<file path="src/hdl/assert_macros.svh">
// Assertion macros shared by the RTL
`ifndef ASSERT_MACROS_SVH
`define ASSERT_MACROS_SVH
`ifndef NO_ASSERTIONS
`define ASSERT_CLK(label, clk, rst_n, prop, msg) \
    label: assert property (@(posedge clk) disable iff (!rst_n) prop) else $error(msg);
`define ASSERT_CLK_NR(label, clk, prop, msg) \
    label: assert property (@(posedge clk) prop) else $error(msg);
`else
`define ASSERT_CLK(label, clk, rst_n, prop, msg)
`define ASSERT_CLK_NR(label, clk, prop, msg)
`endif
`endif

</file>
<file path="src/hdl/ftrt_ram.sv">
module ftrt_ram #(
    parameter int WIDTH = 8,
    parameter int DEPTH = 16
) (
    input  logic                     i_clk,
    input  logic                     i_we,
    input  logic [$clog2(DEPTH)-1:0] i_waddr,
    input  logic [WIDTH-1:0]         i_wdata,
    input  logic [$clog2(DEPTH)-1:0] i_raddr,
    output logic [WIDTH-1:0]         o_rdata
);
    logic [WIDTH-1:0] r_mem [DEPTH];
    always_ff @(posedge i_clk) begin
        if (i_we) begin
            r_mem[i_waddr] <= i_wdata;
        end
        o_rdata <= r_mem[i_raddr];
    end
endmodule

</file>
<file path="config.mk">
export PLATFORM = sky130hd
export DESIGN_NAME = ftrt_ram
export DESIGN_NICKNAME = d
export VERILOG_FILES = /design/src/hdl/assert_macros.svh /design/src/hdl/ftrt_ram.sv
export SDC_FILE = /design/constraint.sdc
export NUM_CORES = 1
export LEC_CHECK = 0
export ABC_AREA = 1
export BUFFER_PORTS_ARGS = -buffer_cell sky130_fd_sc_hd__buf_4
export CORE_MARGIN = 5
export CORE_UTILIZATION = 31
export CTS_CLUSTER_DIAMETER = 50
export CTS_CLUSTER_SIZE = 28
export DETAILED_ROUTE_END_ITERATION = 16
export PLACE_DENSITY = 0.5
export SYNTH_ARGS = -nofsm -noshare
export SYNTH_HDL_FRONTEND = slang
export SYNTH_SLANG_ARGS = --single-unit
export TNS_END_PERCENT = 100
</file>
<file path="constraint.sdc">
create_clock -name i_clk -period 1.6 [get_ports i_clk]
set_input_delay 0.32 -clock i_clk [delete_from_list [all_inputs] [get_ports i_clk]]
set_output_delay 0.32 -clock i_clk [all_outputs]
set_load 0.01 [all_outputs]
</file>
==> results of run 1 <==
per-layer routing:
| layer | global-route usage (%) | part of all wire (%) | routed length [um] | vias up |
|---|---|---|---|---|
| met5 | 0 | 0 | 0 | - |
| met4 | 6.07 | 2.1 | 275 | 0 |
| met3 | 2.85 | 2.7 | 356 | 17 |
| met2 | 22.3 | 51 | 6720 | 69 |
| met1 | 15.5 | 45 | 5920 | 1775 |
| li1 | - | - | - | 1858 |
cells in the final DEF, fill, tap and decap left out:
cell type   netlist  routed
inv_2             2       2
nand3b_1          2       2
dfxtp_1           8       8
buf_4             4      45
edfxtp_1        128     128
buf_12            0       4
clkinvlp_4        0       3
nand2_1         173     173
nand3_1          97      97
clkinv_2          0       6
clkbuf_1          0       1
clkbuf_16         0      17
nor2_1           17      17
bufinv_16         0       4
inv_1           100     100
clkinv_4          0       1
worst paths after layout:
path              slack (ns)         end
setup / recovery        0.33  o_rdata[2]
hold / removal          0.22  o_rdata[7]
setup reg to reg        0.51  o_rdata[5]
hold reg to reg         0.66  o_rdata[3]
cell usage after synthesis (all sizes together):
master / n
nand2: 173
inv: 102
nor2: 17
dfxtp: 8
buf: 24
nand3: 97
nand3b: 2
edfxtp: 128
final cells by class:
class                   count  area (um2)
fillers                  1800       11200
clock buffers              18         429
flip-flops and latches    136        4000
multi-input cells         289        1210
inverters                 102         383
repair buffers             49         418
well taps                 229         287
clock inverters            14         181
power by group:
group	switching, mW	internal [mW]	leakage (nW)
clock	1.40	2.59	0.295
combinational	0.347	0.181	1.46
sequential	0.0266	3.98	1.22
total	1.78	6.75	2.97
registers in the layout, indices dropped and copies added, names as in the netlist:
signal / cells
o_rdata: 8
r_mem: 128
cells by family (layout without fill, tap and decap cells):
family / Yosys count / in the layout / synth area share [%]
and+or+nand+nor: 289 / 289 / 21.0
DFF: 136 / 136 / 69.4
buffers and inverters: 126 / 183 / 9.52
per-stage QoR:
stage / std cells / setup slack (ns) / utilization, % / hold slack [ns]
finish: 837 / 0.331 / 38.1 / 0.217
global route: 837 / 0.301 / 38.1 / 0.226
CTS: 837 / 0.294 / 38.1 / 0.204
detailed placement: 805 / 0.0917 / 34.7 / 0.646
global placement: 805 / 0.117 / 34.7 / 0.644
floorplan: 551 / 0.329 / - / 0.419
==> results.ini, run 1 <==
[die]
rows=49
die_w_um=146
die_area_mm2=0.0214
coreArea_mm2=0.0181
fp.dieH_um=146
io_pins=26
initial_utilization_pct=31.8

[setup_path]
crit_chain=buf_4
slowest_delay_ns=0.39
crit_buf_inv=1
critPathTopFamily=flip-flops
arrival_ns=0.95
crit_path_end_kind=output port
worstSetupStartpoint=o_rdata[2]
cp_slowest_cell=dfxtp_1
worstPathMaxFanout=1
critical_path_cell_count=1
path_class=register to output port
reg2reg_depth=6
crit_path_start_kind=register
worstPathRequired_ns=1.28
timing.rr.start=r_mem[7][5]

[place]
place.gp.congestion=0.789
portBuffers=25
dpl-instance-area_mm2=0.00630
dp_hpwl_mm=8.49

[clock_tree]
cts_setup_buffers=0
clk_path_buf_depth=2
cts_buffers=17
cts_resized=0
cts_tree=done
htreeDepth=4
clock_sinks=136
clk_pin_slew_worst_paths_ns=0.06
insertion_delay_ns=0.42
hold_buffers=0
clock-root-buffer=clkbuf_16

[drt]
drtIter0Drc=180
via_per_inst=4.44
drc_errors=0
vias=3719
firstDrtPassIters=4
routedWlPerCell_um=15.9
wl_mm=13.3
ant_nets=0

[power_and_ir_drop]
vdd_drop_max_v=0.000754
pwr_density_cell_mw_per_mm2=1230
p_total_mw=8.53
leakagePower_nw=2.97

[worst_hold_path]
hp-start=i_raddr[3]
hold_class=input pin to register
worstHoldPathCells=3

[synthesis]
syn_nets=569
yosysUniqueCellTypes=12
synthTopCellsByArea=edfxtp_1 67%, nand2_1 11%, nand3_1 8.4%
synth_area_mm2=0.00577
synth_top_area_share_pct=66.7
ys_ff_latch=136
synth_seq_area_share_pct=69.4
syn_area_per_cell_um2=10.5
postSynthCellCount=551
synth.largest_area_cell=edfxtp_1
yosysWarnings=0

[timing]
slew_viol_final=0
clock_skew_ns=0.00395
period_minus_slack_ns=1.27
fin_crit_sh_pct=79.3
max_slew_margin_pct=72.0
fin_setup_tns_ns=0
fmax_mhz=788
hold_viol=0
setup_violations=0
worst-slew-pin-transition_ns=0.419
rsz0062_at_grt=false

[cells_and_area]
nNetsFinal=613
area_growth_pct=19.9
stdcell_area_mm2=0.00692
layout-drive-gt1-share_pct=13.5
antenna_cells=0

[grt]
grt_pass1_wl_mm=20.5
grt_pass1_vias=3721
grt_max_degree=65
gr-total-overflow=0
globalRouteTotalUtil_pct=13.0
grt_antenna_before_repair=0

[flow_run]
cap_violations=0

[run_status]
status=complete, no violations

Power figures use the tool's default switching activity.
==> inputs of run 2 (changes only) <==
- clock period: 1.6 -> 1.2 ns (I/O delays scaled with it)
==> run 2 against run 1 <==
Compared with the run above: die area is the same; global-route usage down 0.12 points; first-iteration DRC count up 64%; sequential power up 33%; worst hold slack worse by 0.070 ns; combinational power increased by 38%; final cell count up 0.72%; clock power is 25% higher.
==> results.ini, run 2 (synthesis results as in run 1) <==
[run_status]
status=complete, no violations

[grt]
grt_antenna_before_repair=0  ; unchanged
grt_pass1_wl_mm=20.6  ; +0.67%
grt_max_degree=63  ; -3.1%
gr-total-overflow=0  ; unchanged
grt_pass1_vias=3755  ; +0.91%
globalRouteTotalUtil_pct=12.8  ; -0.12 points

[setup_path]
cp_slowest_cell=dfxtp_1
slowest_delay_ns=0.34  ; -0.05 ns
reg2reg_depth=6  ; unchanged
crit_path_start_kind=register
reg2reg_to=o_rdata[5]
arrival_ns=0.88  ; -0.07 ns
timing.rr.start=r_mem[7][5]
r2r_slack_ns=0.17  ; -0.34 ns
worstPathMaxFanout=1  ; unchanged
crit_chain=buf_4
worstPathRequired_ns=0.96  ; -0.32 ns
crit_path_end_kind=output port
worstSetupStartpoint=o_rdata[1]
critPathTopFamily=flip-flops
crit_buf_inv=1  ; unchanged
path_class=register to output port

[clock_tree]
insertion_delay_ns=0.41  ; about the same
clock-root-buffer=clkbuf_16
htreeDepth=4  ; unchanged
cts_tree=done
cts_buffers=17  ; unchanged
clk_pin_slew_worst_paths_ns=0.06  ; about the same
cts_setup_buffers=0  ; unchanged
cts_resized=0  ; unchanged
clk_path_buf_depth=2  ; unchanged
hold_buffers=0  ; unchanged
clock_sinks=136  ; unchanged

[drt]
vias=3722  ; +0.081%
routedWlPerCell_um=15.6  ; -1.5%
firstDrtPassIters=4  ; unchanged
via_per_inst=4.42  ; -0.63%
wl_mm=13.2  ; -0.80%
drtIter0Drc=295  ; +64%
drc_errors=0  ; unchanged
ant_nets=0  ; unchanged

[die]
rows=49  ; unchanged
io_pins=26  ; unchanged
die_w_um=146  ; unchanged
coreArea_mm2=0.0181  ; unchanged
fp.dieH_um=146  ; unchanged
initial_utilization_pct=31.8  ; unchanged
die_area_mm2=0.0214  ; unchanged

[place]
dp_hpwl_mm=8.53  ; +0.56%
dpl-instance-area_mm2=0.00636  ; +0.91%
portBuffers=25  ; unchanged
place.gp.congestion=0.768  ; -2.6%

[cells_and_area]
stdcell_area_mm2=0.00693  ; +0.24%
largestRegisters=r_mem x128, o_rdata x8
nNetsFinal=619  ; +0.98%
largest_reg_flops=128  ; unchanged
regMostFlops=r_mem
layout-drive-gt1-share_pct=13.4  ; -0.13 points
antenna_cells=0  ; unchanged
layout_commonest_cell=nand2_1
area_growth_pct=20.2
layout_common_cells=173 x nand2_1, 128 x edfxtp_1, 100 x inv_1

[worst_hold_path]
worstHoldPathCells=3  ; unchanged
min_to=o_rdata[1]
hp-start=i_raddr[3]
hold_class=input pin to register

[timing]
fin_setup_tns_ns=0  ; unchanged
hold_viol=0  ; unchanged
setup_violations=0  ; unchanged
max_slew_margin_pct=80.8  ; +8.8 points
period_minus_slack_ns=1.12
clock_skew_ns=0.00692  ; +0.00297 ns
fmax_mhz=894
slew_viol_final=0  ; unchanged
worst-slew-pin-transition_ns=0.288  ; -0.131 ns
rsz0062_at_grt=false
fin_crit_sh_pct=93.3

[flow_run]
cap_violations=0  ; unchanged

[power_and_ir_drop]
pwr_density_cell_mw_per_mm2=1600  ; +29%
p_int_mw=8.79  ; +30%
pwr-share-clk_pct=45.1  ; -1.7 points
switchingPower_mw=2.27  ; +28%
leakagePower_nw=2.99  ; +0.53%
vdd_drop_max_v=0.000882  ; +17%
p_comb_share_pct=6.6  ; +0.4 points
p_sw_share_pct=20.5  ; -0.33 points
seqPwrFrac_pct=48.3  ; +1.3 points

## run 2: worst max-delay path by stage
stage                       end  slack [ns]  cells past startpoint
global route         o_rdata[1]        0.03                      1
floorplan           r_mem[4][0]       0.009                      2
global placement     o_rdata[3]       -0.14                      7
detailed placement   o_rdata[3]       -0.14                      7
finish               o_rdata[1]        0.08                      1
CTS                  o_rdata[1]        0.03                      1
## run 2: final cells by class
| type | count | area, um2 |
|---|---|---|
| fillers | 1768 | 11200 |
| inverters | 102 | 383 |
| well taps | 229 | 287 |
| multi-input cells | 289 | 1210 |
| clock buffers | 20 | 437 |
| repair buffers | 55 | 475 |
| flip-flops and latches | 136 | 4000 |
| clock inverters | 12 | 133 |
## run 2: metrics by stage
step	setup WS (ns)	utilization (%)	hold WS, ns	total power, mW	std cells
after CTS	0.0318	38.2	0.123	11.2	843
after floorplan	0.00916	-	0.339	5.82	551
after global placement	-0.143	35.1	0.558	6.18	811
after detailed placement	-0.142	35.1	0.562	6.19	811
final	0.0808	38.2	0.147	11.1	843
after global routing	0.0283	38.2	0.151	11.5	843
## run 2: power by group through the flow
stage	logic, mW	clock network [mW]	registers (mW)
2_1_floorplan	0.375	0	5.45
3_3_place_gp	0.741	0	5.44
3_5_place_dp	0.748	0	5.44
4_1_cts	0.751	5.10	5.34
5_1_grt	0.818	5.32	5.35
6_report	0.729	4.98	5.34
## run 2: tightest hold or removal path: stages
cell and delay (ns):
buf_4 0.15, nand3_1 0.09, nand2_1 0.05
## run 2: per-layer routing
| layer | up-vias | global-route usage (%) | wire (um) | part of all wire (%) |
|---|---|---|---|---|
| li1 | 1870 | - | - | - |
| met1 | 1767 | 15.4 | 5480 | 42 |
| met2 | 73 | 22.0 | 6740 | 51 |
| met3 | 12 | 3.32 | 743 | 5.6 |
| met4 | 0 | 5.27 | 206 | 1.6 |
| met5 | - | 0 | 0 | 0 |
==> inputs of run 3 (changes only) <==
- CORE_UTILIZATION: 31 -> 40
- PLACE_DENSITY: 0.5 -> 0.6
==> run 3 against run 2 <==
Compared with the run above: final cell count shrank 5.7%; combinational power rose by 0.5%; global-route usage up 3.4 points; highest routed layer unchanged; routed wire length fell by 2.5%; worst setup slack better by 0.011 ns; via count grew 4.4%; die area shrank 21%; clock-buffer cell count shrank 1; critical endpoint is now o_rdata[4]; first-iteration DRC count is 40% higher; register-to-register slack about the same; clock skew rose by 0.0026 ns; non-clock buffer count grew 1.
==> results.ini, run 3 (synthesis results as in run 1) <==
[drt]
drtIter0Drc=413  ; +40%
vias=3886  ; +4.4%
drc_errors=0  ; unchanged
via_per_inst=4.89  ; +11%
routedWlPerCell_um=16.2  ; +3.4%
wl_mm=12.8  ; -2.5%
firstDrtPassIters=5  ; +1
ant_nets=0  ; unchanged

[timing]
setup_violations=0  ; unchanged
rsz0062_at_grt=false
slew_viol_final=0  ; unchanged
period_minus_slack_ns=1.11  ; -0.0109 ns
fin_crit_sh_pct=92.4  ; -0.91 points
max_slew_margin_pct=78.2  ; -2.6 points
fmax_mhz=902  ; +0.98%
worst-slew-pin-transition_ns=0.327  ; +0.0393 ns
clock_skew_ns=0.00947  ; +0.00256 ns
hold_viol=0  ; unchanged
hold_slack_ns=0.152  ; +0.00579 ns

[clock_tree]
cts_tree=done
cts_resized=0  ; unchanged
clk_pin_slew_worst_paths_ns=0.06  ; about the same
hold_buffers=0  ; unchanged
htreeDepth=4  ; unchanged
clock-root-buffer=clkbuf_16
insertion_delay_ns=0.41  ; about the same
cts_setup_buffers=0  ; unchanged
clk_path_buf_depth=2  ; unchanged
clock_sinks=136  ; unchanged
cts_buffers=17  ; unchanged

[power_and_ir_drop]
leakagePower_nw=3.01  ; +0.68%
pwr_density_cell_mw_per_mm2=1630  ; +2.1%
vdd_drop_max_v=0.000812  ; -7.8%

[setup_path]
crit_buf_inv=1  ; unchanged
crit_path_start_kind=register
critPathTopFamily=flip-flops
crit_chain=buf_4
worstPathRequired_ns=0.96  ; about the same
slowest_delay_ns=0.33  ; about the same
path_class=register to output port
arrival_ns=0.87  ; about the same
crit_path_end_kind=output port
cp_slowest_cell=dfxtp_1
worstPathMaxFanout=1  ; unchanged

[cells_and_area]
layout_commonest_cell=nand2_1
nNetsFinal=620  ; +0.16%
layout_common_cells=173 x nand2_1, 128 x edfxtp_1, 100 x inv_1
multi_input_area_mm2=0.00121  ; unchanged
antenna_cells=0  ; unchanged
fill_cells=1228  ; -31%
regMostFlops=r_mem
largest_reg_flops=128  ; unchanged
largestRegisters=r_mem x128, o_rdata x8
layout-drive-gt1-share_pct=14.5  ; +1.1 points
final_cells=795  ; -5.7%
area_growth_pct=20.0
seqCellArea_mm2=0.00400  ; unchanged

[grt]
gr-usage-met1_pct=21.5  ; +6.1 points
grt_antenna_before_repair=0  ; unchanged
grt_pass1_wl_mm=20.3  ; -1.3%
grt_max_degree=33  ; -48%
globalRouteTotalUtil_pct=16.2  ; +3.4 points
gr-total-overflow=0  ; unchanged
grtUsageMet2_pct=26.1  ; +4.1 points
busiest_layer=met2
grt_util_met3_pct=3.44  ; +0.12 points
grt_pass1_vias=3760  ; +0.13%

[place]
dp_hpwl_mm=8.19  ; -4.0%
portBuffers=25  ; unchanged
placed_cells=763  ; -5.9%
place.gp.congestion=0.835  ; +8.6%

[die]
fp.dieH_um=130  ; -11%
rows=43  ; -12%
coreArea_mm2=0.0140  ; -23%
initial_utilization_pct=41.2  ; +9.4 points
die_area_mm2=0.0169  ; -21%
io_pins=26  ; unchanged
die_w_um=130  ; -11%

[worst_hold_path]
hold_class=input pin to register

[flow_run]
cap_violations=0  ; unchanged

[run_status]
status=complete, no violations

-- run 3: changes by cell type in the layout (fill, tap and decap cells not counted), sizes merged --
| cell | previous run | this run |
|---|---|---|
| buf | 55 | 56 |
| clkinv | 8 | 7 |
| clkbuf | 20 | 19 |
| clkinvlp | 1 | 3 |
-- run 3: area by class of cell --
| class | instances | share of cell area (%) |
|---|---|---|
| Multi-Input combinational cell | 289 | 17.5 |
| Inverter | 102 | 5.53 |
| Clock inverter | 13 | 2.24 |
| Sequential cell | 136 | 57.9 |
| Clock buffer | 19 | 6.40 |
| Timing Repair Buffer | 56 | 7.16 |
| Tap cell | 180 | 3.25 |
-- run 3: tightest hold or removal path: stages --
cell and delay (ns):
buf_4 0.15, nand3_1 0.09, nand2_1 0.05
-- run 3: power by group --
part | leakage, nW | switching [mW] | internal [mW]
Sequential | 1.22 | 0.0293 | 5.31
Combinational | 1.50 | 0.467 | 0.266
Clock | 0.288 | 1.89 | 3.31
-- run 3: layer usage --
layer | up-vias | part of all wire, %
li1 | 1877 | -
met1 | 1845 | 43
met2 | 146 | 48
met3 | 18 | 5.9
met4 | 0 | 2.3
met5 | - | 0
-- run 3: worst paths after layout --
check | startpoint | to | slack (ns) | depth (start not counted)
worst min register to register | r_mem[6][7] | o_rdata[7] | 0.67 | 6
worst max-delay path | o_rdata[4] | o_rdata[4] | 0.09 | 1
worst max register to register | r_mem[1][2] | o_rdata[2] | 0.16 | 6
worst min-delay path | i_raddr[3] | o_rdata[6] | 0.15 | 3
-- run 3: metrics by stage --
stage          setup WS (ns)  area, um2  power [mW]  setup TNS (ns)  utilization, %
4_1_cts               0.0681       6920        11.3               0            49.5
6_report              0.0917       6920        11.3               0            49.5
2_1_floorplan        0.00916       5770        5.82               0               -
5_1_grt               0.0502       6920        11.6               0            49.5
3_3_place_gp          -0.122       6320        6.17          -0.936            45.2
3_5_place_dp          -0.124       6320        6.18           -1.47            45.2
