$ cat src/hdl/assert_macros.svh
// Assertion macros shared by the RTL
`ifndef ASSERT_MACROS_SVH
`define ASSERT_MACROS_SVH
`ifndef NO_ASSERTIONS
`define ASSERT_CLK(label, clk, rst_n, prop, msg) \
    label: assert property (@(posedge clk) disable iff (!rst_n) prop) else $error(msg);
`define ASSERT_CLK_NR(label, clk, prop, msg) \
    label: assert property (@(posedge clk) prop) else $error(msg);
`else
`define ASSERT_CLK(label, clk, rst_n, prop, msg)
`define ASSERT_CLK_NR(label, clk, prop, msg)
`endif
`endif

$ cat src/hdl/ftrt_pkg.sv
package ftrt_pkg;
    localparam logic [7:0] PROTO_TCP = 8'd6;
    localparam logic [7:0] PROTO_UDP = 8'd17;
    localparam logic [1:0] KIND_OTHER = 2'd0;
    localparam logic [1:0] KIND_TCP   = 2'd1;
    localparam logic [1:0] KIND_UDP   = 2'd2;
    localparam logic REG_FILTER_ENABLE = 1'b0;
    localparam logic REG_FILTER_PORT   = 1'b1;
    localparam int KEY_W = 97;
    localparam int ENTRY_W = KEY_W + 32;

    typedef enum logic [2:0] {
        t_IDLE, t_SEARCH, t_WAIT, t_CHECK, t_DONE, t_OUT
    } t_state;

    // search unit control
    typedef struct packed {
        logic start;
    } t_srch_ctl;

    typedef struct packed {
        logic busy;
        logic done;
        logic found;
    } t_srch_sts;
endpackage

$ cat src/hdl/ftrt_search.sv
// Walks the used entries one per cycle, comparing each key with a single comparator
module ftrt_search import ftrt_pkg::*; #(
    parameter int AW = 8,
    parameter int CW = 9
) (
    input  logic               i_clk,
    input  logic               i_rst_n,
    input  t_srch_ctl          i_ctl,
    input  logic [KEY_W-1:0]   i_key,
    input  logic [CW-1:0]      i_used,
    input  logic [ENTRY_W-1:0] i_rdata,
    output logic [AW-1:0]      o_raddr,
    output t_srch_sts          o_sts,
    output logic [31:0]        o_next_seq
);
    logic [CW-1:0] r_issue, n_issue;
    logic [CW-1:0] r_check, n_check;
    logic          r_rd_v, n_rd_v;
    logic          r_busy, n_busy;
    logic          r_done, n_done;
    logic          r_found, n_found;
    logic [31:0]   r_seq, n_seq;
    logic          w_hit;

    assign w_hit = r_rd_v && (i_rdata[ENTRY_W-1:32] == i_key);
    assign o_raddr = r_issue[AW-1:0];

    // issue one read a cycle, compare one registered read a cycle
    always_comb begin
        n_issue = r_issue;
        n_check = r_check;
        n_rd_v  = 1'b0;
        n_busy  = r_busy;
        n_done  = 1'b0;
        n_found = r_found;
        n_seq   = r_seq;
        if (i_ctl.start) begin
            n_issue = '0;
            n_check = '0;
            n_busy  = 1'b1;
            n_found = 1'b0;
        end else if (r_busy) begin
            if (w_hit) begin
                n_busy  = 1'b0;
                n_done  = 1'b1;
                n_found = 1'b1;
                n_seq   = i_rdata[31:0];
            end else if (r_check >= i_used) begin
                n_busy = 1'b0;
                n_done = 1'b1;
            end else begin
                if (r_issue < i_used) begin
                    n_rd_v  = 1'b1;
                    n_issue = r_issue + 1'b1;
                end
                if (r_rd_v) begin
                    n_check = r_check + 1'b1;
                end
            end
        end
    end

    always_ff @(posedge i_clk) begin
        if (!i_rst_n) begin
            r_busy  <= 1'b0;
            r_done  <= 1'b0;
            r_rd_v  <= 1'b0;
            r_found <= 1'b0;
            r_issue <= '0;
            r_check <= '0;
        end else begin
            r_busy  <= n_busy;
            r_done  <= n_done;
            r_rd_v  <= n_rd_v;
            r_found <= n_found;
            r_issue <= n_issue;
            r_check <= n_check;
        end
        r_seq   <= n_seq;
    end

    assign o_sts.busy  = r_busy;
    assign o_sts.done  = r_done;
    assign o_sts.found = r_found;
    assign o_next_seq  = r_seq;

    `include "assert_macros.svh"
    `ASSERT_CLK(a_done_one, i_clk, i_rst_n, r_done |=> !r_done, "done held")
    `ASSERT_CLK(a_not_both, i_clk, i_rst_n, !(r_done && r_busy), "done while busy")
    `ASSERT_CLK(a_chk_le, i_clk, i_rst_n, r_check <= r_issue, "check ahead of issue")
endmodule

$ cat config.mk
export PLATFORM = sky130hd
export DESIGN_NAME = ftrt_search
export DESIGN_NICKNAME = d
export VERILOG_FILES = /design/src/hdl/ftrt_pkg.sv /design/src/hdl/ftrt_search.sv
export VERILOG_INCLUDE_DIRS = /design/src /design/src/hdl
export SDC_FILE = /design/constraint.sdc
export NUM_CORES = 1
export LEC_CHECK = 0
export BUFFER_PORTS_ARGS = -buffer_cell sky130_fd_sc_hd__buf_2
export CORE_MARGIN = 5
export CORE_UTILIZATION = 32
export CTS_CLUSTER_SIZE = 8
export DETAILED_ROUTE_END_ITERATION = 6
export PLACE_DENSITY = 0.66
export SLEW_MARGIN = 0
export SYNTH_ARGS = -nofsm -noshare
export SYNTH_HDL_FRONTEND = slang
export SYNTH_SLANG_ARGS = --single-unit
$ cat constraint.sdc
create_clock -name i_clk -period 10.5 [get_ports i_clk]
set_input_delay 0.525 -clock i_clk [delete_from_list [all_inputs] [get_ports i_clk]]
set_output_delay 0.525 -clock i_clk [all_outputs]
set_load 0.03 [all_outputs]
==> summary.txt, run 1 <==
Routing
  – WL per Instance: approximately 18 um
  – Initial DRC count: 184
  – Routed wire length: 14,540 um
  – Drt drc: 0
  – DR vias: just under 4,000
  – Number of detailed-route iterations in the first pass: 4
  – Via density: 4.886
  – ANT nets after route: 0

Floorplan
  – DIE WIDTH: between 100 and 150 um
  – Initial core utilization: roughly a third
  – # IOs: approximately 280
  – Area of the core: 11,470 um^2
  – Die height: 118.5 um
  – Row count: 39
  – DIE AREA: between 10,000 and 15,000 um^2

Clocking
  – Number of setup buffers added after CTS: 0
  – Clk Tree Root Cell: clkbuf_16
  – Post-CTS sizing: 0
  – H-tree Lvls: 2
  – Worst-path clk slew: roughly 70 ps
  – Clock latency on the worst-skew pair: between 200 and 300 ps
  – Num Clock Sinks: between 50 and 60
  – CTS Buffer Depth: 2
  – CTS tree: done
  – Hold buffers post-CTS: 0
  – Total CTS buffers: 5

Worst setup path
  – Crit-path cells: buf_2 > nor2b_1 > a2111o_1 > nor4_1 > nand4_2 > o31ai_4 > nor4_1 > mux2i_1
  – Largest delay share family, worst path: compound AO/OA/AOI/OAI gates
  – Critical path endpoint category: flop
  – Buf/Inv on CP: 1
  – Startpoint type of the worst setup path: input port
  – CP Max Fanout: 31
  – CP arrival: about 3000 ps
  – Crit path required time: around 11,000 ps
  – Critical Path Most Common Cell: nor4_1
  – Worst stage delay on the critical path: about 940 ps
  – Crit-path slowest cell: o31ai_4
  – WS Path Type: in2reg

Place
  – Final RePlAce weighted congestion: 0.9559
  – Placement Cell Area: roughly 5200 um^2
  – DP HPWL: between 10,000 and 15,000 um
  – Port bufs: between 200 and 300

Synthesis
  – Synth Area in Compound Gates: ~15%
  – Mapped Nets: 643
  – Asr flop ratio synth: 0%
  – Synth top area share: between 20% and 30%
  – Mean post-synth cell area: approximately 9.8 um^2
  – EDFF count, synth: 32
  – YS warnings: 0
  – Largest family of logic cells by synthesized area: simple AND/OR/NAND/NOR gates
  – Primary FF master, synth: edfxtp_1
  – Adder-cell share of the synthesized area: under 10%
  – Synth area leaders: edfxtp_1 (26%), xnor2_1 (14%), dfxtp_1 (12%)
  – Post-Synth XOR/XNOR Area: 13.72%
  – Post-Syn Area: around 3800 um^2
  – Mux cell area share after synthesis: 0.7971%
  – Post-synthesis simple-gate area fraction: 19.83%
  – Distinct cells, synth: between 40 and 50
  – Cell count after synthesis: slightly below 400
  – Sequential area share after synthesis: a little under two fifths
  – Largest area contributor in the netlist: edfxtp_1
  – Seq cells post-synth: between 50 and 60

Timing
  – Fin. max-slew vios: 0
  – Max Fclk: 0.3505 GHz
  – RSZ-0062 raised after global routing: false
  – Setup TNS: 0 ps
  – Minimum clock period: between 2000 and 3000 ps
  – Tcrit/Tclk final: between 20% and 30%
  – Slew Limit Headroom: 28.56%
  – # setup viols final: 0
  – Clock skew: ~4.0 ps
  – Endpoints failing hold: 0
  – Worst-Margin Slew: about 1100 ps

Finish
  – Layout cell share with drive strength beyond 1: between 40 and 50%
  – Post-Layout Inst Area: about 5400 um^2
  – Post-layout util: 46.87%
  – Register area: 1401 um^2
  – Diodes inserted: 0
  – Multi-input logic area: around 2100 um^2
  – # fillers: approximately 1,100
  – Layout area overhead: 42.68%
  – NumNets Final: between 900 and 1,000

Power and ir drop
  – Leak: approximately 2.4 nW
  – Maximum VDD drop: 83.89 uV
  – Pwr Density: 92.89 nW/um^2

GRT
  – Vias in the first global route: around 4,300
  – Initial antenna violation count: 0
  – GRT overflow: 0
  – GRT Total Usage: 19.57%
  – Largest net degree at the start of global routing: 33
  – First-pass GRT wire length: 21,980 um

Worst hold path
  – HP Class: in2reg

Outcome
  – Status: finished clean

Run
  – Maxcap violations: 0
==> power breakdown <==
group	internal, mW	total [mW]	switching (mW)
combinational	0.0610	0.109	0.0484
sequential	0.224	0.225	0.000933
clock	0.0885	0.165	0.0762
==> cells in the mapped netlist (2+ instances only) <==
library cell and count:
a2111o_1 8, a21o_1 2, a21oi_1 16, buf_4 12, buf_6 2, clkbuf_1 2, dfxtp_1 22, edfxtp_1 32
ha_1 19, inv_1 33, mux2i_1 3, nand2_1 11, nand2b_1 26, nand3_1 8, nand4_1 17, nor2_1 6
nor2b_1 26, nor3_1 4, nor4_1 11, o2111ai_1 7, o21a_1 5, o21ai_0 2, o21ai_1 7, o221ai_1 3
o22ai_1 4, o31ai_1 9, or3_1 2, or4_1 9, xnor2_1 59
==> sequential cells by signal, summed over array words and instances, names as in the netlist <==
name	count
o_next_seq	32
r_check	9
r_issue	9
r_busy	1
r_done	1
r_found	1
r_rd_v	1
==> path summary, 6_finish.rpt <==
check / slack, ps / to / from / cells after the start
min: 410 / o_next_seq[7] / i_rdata[7] / 1
min reg2reg: 480 / r_found / r_found / 2
max reg2reg: 7910 / r_issue[6] / r_rd_v / 6
max: 7650 / r_issue[6] / i_key[69] / 8
==> cells in the final DEF, fill, tap and decap left out, types with 2 or more instances in the layout <==
cell type	netlist	layout
buf_2	1	280
nand3_1	8	8
nor2b_1	26	26
xnor2_1	59	59
o21a_1	5	5
or4_1	9	9
nand2b_1	26	26
a2111o_1	8	8
o221ai_1	3	3
nor4_1	11	11
clkbuf_16	0	5
nor3_1	4	4
ha_1	19	19
nor2_1	6	5
or3_1	2	2
o31ai_1	9	9
o22ai_1	4	4
o21ai_0	2	2
a21oi_1	16	16
nand4_1	17	17
edfxtp_1	32	32
o2111ai_1	7	7
inv_1	33	33
o21ai_1	7	7
mux2i_1	3	3
a21o_1	2	2
dfxtp_1	22	22
nand2_1	11	11
==> stage by stage <==
| step | std cells | hold slack (ps) | power (mW) | setup slack, ps |
|---|---|---|---|---|
| 2_1_floorplan | 386 | 438.0 | 0.2792 | 6788 |
| 3_3_place_gp | 792 | 452.5 | 0.3375 | 7388 |
| 3_5_place_dp | 792 | 460.7 | 0.3401 | 7341 |
| 4_1_cts | 800 | 403.6 | 0.5044 | 7651 |
| 5_1_grt | 800 | 397.6 | 0.5212 | 7373 |
| 6_report | 800 | 407.2 | 0.4993 | 7647 |
==> kinds of logic (layout without fill, tap and decap cells) <==
kind of cell             count (synthesis)  after routing
AND/OR/NAND/NOR                        125            125
AO/OA/AOI/OAI                           74             74
XOR/XNOR                                59             59
flip-flops                              54             54
buffers and inverters                   52            323
adder cells (fa/ha/maj)                 19             19
multiplexers                             3              3
==> worst register-to-register path, stage by stage (launching register included) <==
cell     delay [ps]
dfxtp_1         460
nand3_1         120
nor4_1          400
nand4_2         220
o31ai_4         940
nor4_1          180
mux2i_1         160
==> cell type report <==
cell class / instances / area share, %
well taps: 143 / 3.329
clock buffers: 5 / 2.328
repair buffers: 281 / 26.21
flip-flops and latches: 54 / 26.07
multi-input cells: 280 / 39.29
inverters: 34 / 2.374
clock inverters: 3 / 0.3957
==> metal layers <==
metal	global-route usage [%]	share of wire, %	vias up
li1	-	-	1947
met1	21.43	38	1802
met2	38.12	55	146
met3	4.250	5.9	14
met4	4.465	1.5	0
met5	0	0	-
(Power assumes the default switching activity.)
==> run 2: changes to the inputs <==
--- a/config.mk
+++ b/config.mk
@@ -6,12 +6,12 @@
 export SDC_FILE = /design/constraint.sdc
 export NUM_CORES = 1
 export LEC_CHECK = 0
+export ABC_AREA = 1
 export BUFFER_PORTS_ARGS = -buffer_cell sky130_fd_sc_hd__buf_2
 export CORE_MARGIN = 5
 export CORE_UTILIZATION = 32
 export CTS_CLUSTER_SIZE = 8
 export DETAILED_ROUTE_END_ITERATION = 6
-export PLACE_DENSITY = 0.66
 export SLEW_MARGIN = 0
 export SYNTH_ARGS = -nofsm -noshare
 export SYNTH_HDL_FRONTEND = slang
==> constraint.sdc (replaced) <==
create_clock -name i_clk -period 3 [get_ports i_clk]
set_input_delay 0.15 -clock i_clk [delete_from_list [all_inputs] [get_ports i_clk]]
set_output_delay 0.15 -clock i_clk [all_outputs]
set_load 0.03 [all_outputs]
==> summary.txt, run 2 <==
Outcome
  – Status: finished clean

Place
  – DP HPWL: 18,030 um (+38%)
  – DP Worst Slack: 589.8 ps (-6751 ps)
  – Port bufs: 280 (unchanged)
  – Final RePlAce weighted congestion: 0.9443 (-1.2%)

Floorplan
  – # IOs: 281 (unchanged)
  – Die height: 136.7 um (+15%)
  – Initial core utilization: 32.43% (-0.42 points)
  – Row count: 46 (+18%)
  – DIE AREA: 18,680 um^2 (+33%)
  – Area of the core: 15,830 um^2 (+38%)
  – DIE WIDTH: 136.7 um (+15%)

Timing
  – RSZ-0062 raised after global routing: false
  – Fin. max-slew vios: 0 (unchanged)
  – Final setup margin: 906.5 ps (-6741 ps)
  – Tcrit/Tclk final: approximately 70%
  – Endpoints failing hold: 0 (unchanged)
  – Worst-Margin Slew: 548.2 ps (-523.4 ps)
  – Slew Limit Headroom: 63.41% (+35 points)
  – Max Fclk: between 0.4 and 0.5 GHz
  – # setup viols final: 0 (unchanged)
  – Clock skew: 4.356 ps (+0.3183 ps)
  – Setup TNS: 0 ps (unchanged)
  – WHS: 33.27 ps (-374.0 ps)
  – Minimum clock period: around 2100 ps

Worst hold path
  – Hold depth: 1 (unchanged)
  – Critical hold path startpoint: i_rdata[1]
  – Hold EP: o_next_seq[1]
  – HP Class: in2reg

Worst setup path
  – CP arrival: 2040 ps (-980 ps)
  – FF-to-FF Start: r_check[2]
  – Crit path required time: 2940 ps (-7730 ps)
  – Startpoint type of the worst setup path: input port
  – FF-to-FF setup slack: 990 ps (-6920 ps)
  – RR Endpoint: r_issue[0]
  – WS Path Type: in2reg
  – Critical path endpoint category: flop
  – Reg2Reg Depth: 9 (+3)
  – CP Max Fanout: 32 (+3.2%)

Routing
  – ANT nets after route: 0 (unchanged)
  – Drt drc: 0 (unchanged)
  – Via density: 4.567 (-6.5%)
  – DR vias: 6,175 (+58%)
  – WL per Instance: 14.94 um (-18%)
  – Initial DRC count: 403 (+120%)
  – Number of detailed-route iterations in the first pass: 7 (+3)
  – Routed wire length: 20,200 um (+39%)

Synthesis
  – Post-synth top cells: nand2_1 (286), inv_1 (195), nor2_1 (91), nand4_1 (37), edfxtp_1 (32)
  – Primary FF master, synth: edfxtp_1
  – Seq cells post-synth: 54 (unchanged)
  – Synth area leaders: nand2_1 (21%), edfxtp_1 (19%), inv_1 (14%)
  – Mapped Nets: 1,114 (+73%)
  – EDFF count, synth: 32 (unchanged)
  – Distinct cells, synth: 32 (-33%)
  – Mean post-synth cell area: 5.990 um^2 (-39%)
  – Sequential area share after synthesis: 27.30% (-9.9 points)
  – Asr flop ratio synth: 0% (unchanged)
  – Synth top area share: 20.91% (-4.6 points)
  – Count leader, synth: nand2_1
  – Largest area contributor in the netlist: nand2_1
  – Cell count after synthesis: 857 (+120%)
  – Post-Syn Area: 5134 um^2 (+36%)
  – YS warnings: 0 (unchanged)

GRT
  – Vias in the first global route: 5,562 (+29%)
  – Initial antenna violation count: 5 (+5)
  – Largest net degree at the start of global routing: 33 (unchanged)
  – GRT Total Usage: 20.49% (+0.92 points)
  – GRT overflow: 0 (unchanged)
  – First-pass GRT wire length: 29,350 um (+34%)

Clocking
  – Total CTS buffers: 5 (unchanged)
  – Num Clock Sinks: 54 (unchanged)
  – CTS tree: done
  – H-tree Lvls: 2 (unchanged)
  – Post-CTS sizing: 0 (unchanged)
  – Clk Tree Root Cell: clkbuf_16
  – Clock latency on the worst-skew pair: 290 ps (about the same)
  – Hold buffers post-CTS: 0 (unchanged)
  – CTS Buffer Depth: 2 (unchanged)
  – Number of setup buffers added after CTS: 0 (unchanged)
  – Worst-path clk slew: 70 ps (about the same)

Finish
  – Layout cell share with drive strength beyond 1: 26.53% (-18 points)
  – NumNets Final: 1,387 (+52%)
  – Most common cell after layout, fill and taps aside: nand2_1
  – Post-layout util: 43.53% (-3.3 points)
  – Most frequent cells in the layout: nand2_1 (286), buf_2 (280), inv_1 (195)
  – Layout area overhead: 34.19%
  – Max reg flops: 32 (unchanged)
  – # fillers: 1,683 (+48%)
  – Register area: 1401 um^2 (unchanged)
  – Multi-input logic area: 2865 um^2 (+36%)

Power and ir drop
  – Leak: 3.999 nW (+65%)
  – Maximum VDD drop: 233.9 uV (+180%)
  – Pwr Density: 293.0 nW/um^2 (+220%)

Run
  – Maxcap violations: 0 (unchanged)
-- run 2: area by class of cell --
class | count | area share (%)
Tap cell | 216 | 3.923
Sequential cell | 54 | 20.34
Antenna cell | 5 | 0.1816
Timing Repair Buffer | 282 | 20.56
Inverter | 200 | 10.90
Multi-Input combinational cell | 587 | 41.59
Clock buffer | 5 | 1.816
Clock inverter | 3 | 0.6902
-- run 2: per-layer routing --
layer	vias up	global-route usage [%]	routed length, um
met1	2691	28.75	8963
met2	272	33.79	9078
li1	3185	-	-
met5	-	0	16
met3	25	2.647	1816
met4	2	4.143	324
-- run 2: worst max-delay path by stage --
stage	startpoint	slack (ps)	endpoint	cells after the start
global placement	i_key[78]	580	o_next_seq[7]	9
finish	i_key[78]	910	o_next_seq[8]	9
detailed placement	i_key[78]	590	o_next_seq[25]	9
floorplan	i_key[78]	340	o_next_seq[0]	7
CTS	i_key[78]	880	o_next_seq[2]	9
global route	r_check[2]	770	r_check[6]	10
-- run 2: through the flow --
step | cells | instance area, um^2 | total power, mW
after floorplan | 857 | 5134 | 1.077
after global placement | 1339 | 6704 | 1.362
after detailed placement | 1339 | 6704 | 1.367
after CTS | 1347 | 6877 | 2.031
after global routing | 1351 | 6887 | 2.134
final | 1352 | 6889 | 2.018
-- run 2: kinds of logic (layout without fill, tap and decap cells) --
group           after synthesis  after routing  share of synthesized area (%)
compound gates               59             59                          6.727
xor+xnor                     35             35                          5.971
fa+ha+maj                    19             19                          4.631
buf+inv                     216            490                          16.94
flops                        54             54                          27.30
other cells                   0              5                              0
simple gates                474            474                          38.44
-- run 2: critical path: stages --
cell	delay [ps]
buf_2	100
xnor2_1	330
nand2_1	200
nor3b_1	220
nand3_1	100
nor3_1	290
nand3_1	170
nor2_2	100
buf_4	370
-- run 2: power breakdown --
part	internal [mW]	leakage, nW	switching (mW)
clock network	0.398	0.0844	0.263
registers	0.785	0.465	0.00418
logic	0.236	3.45	0.331
total	1.42	4.00	0.598
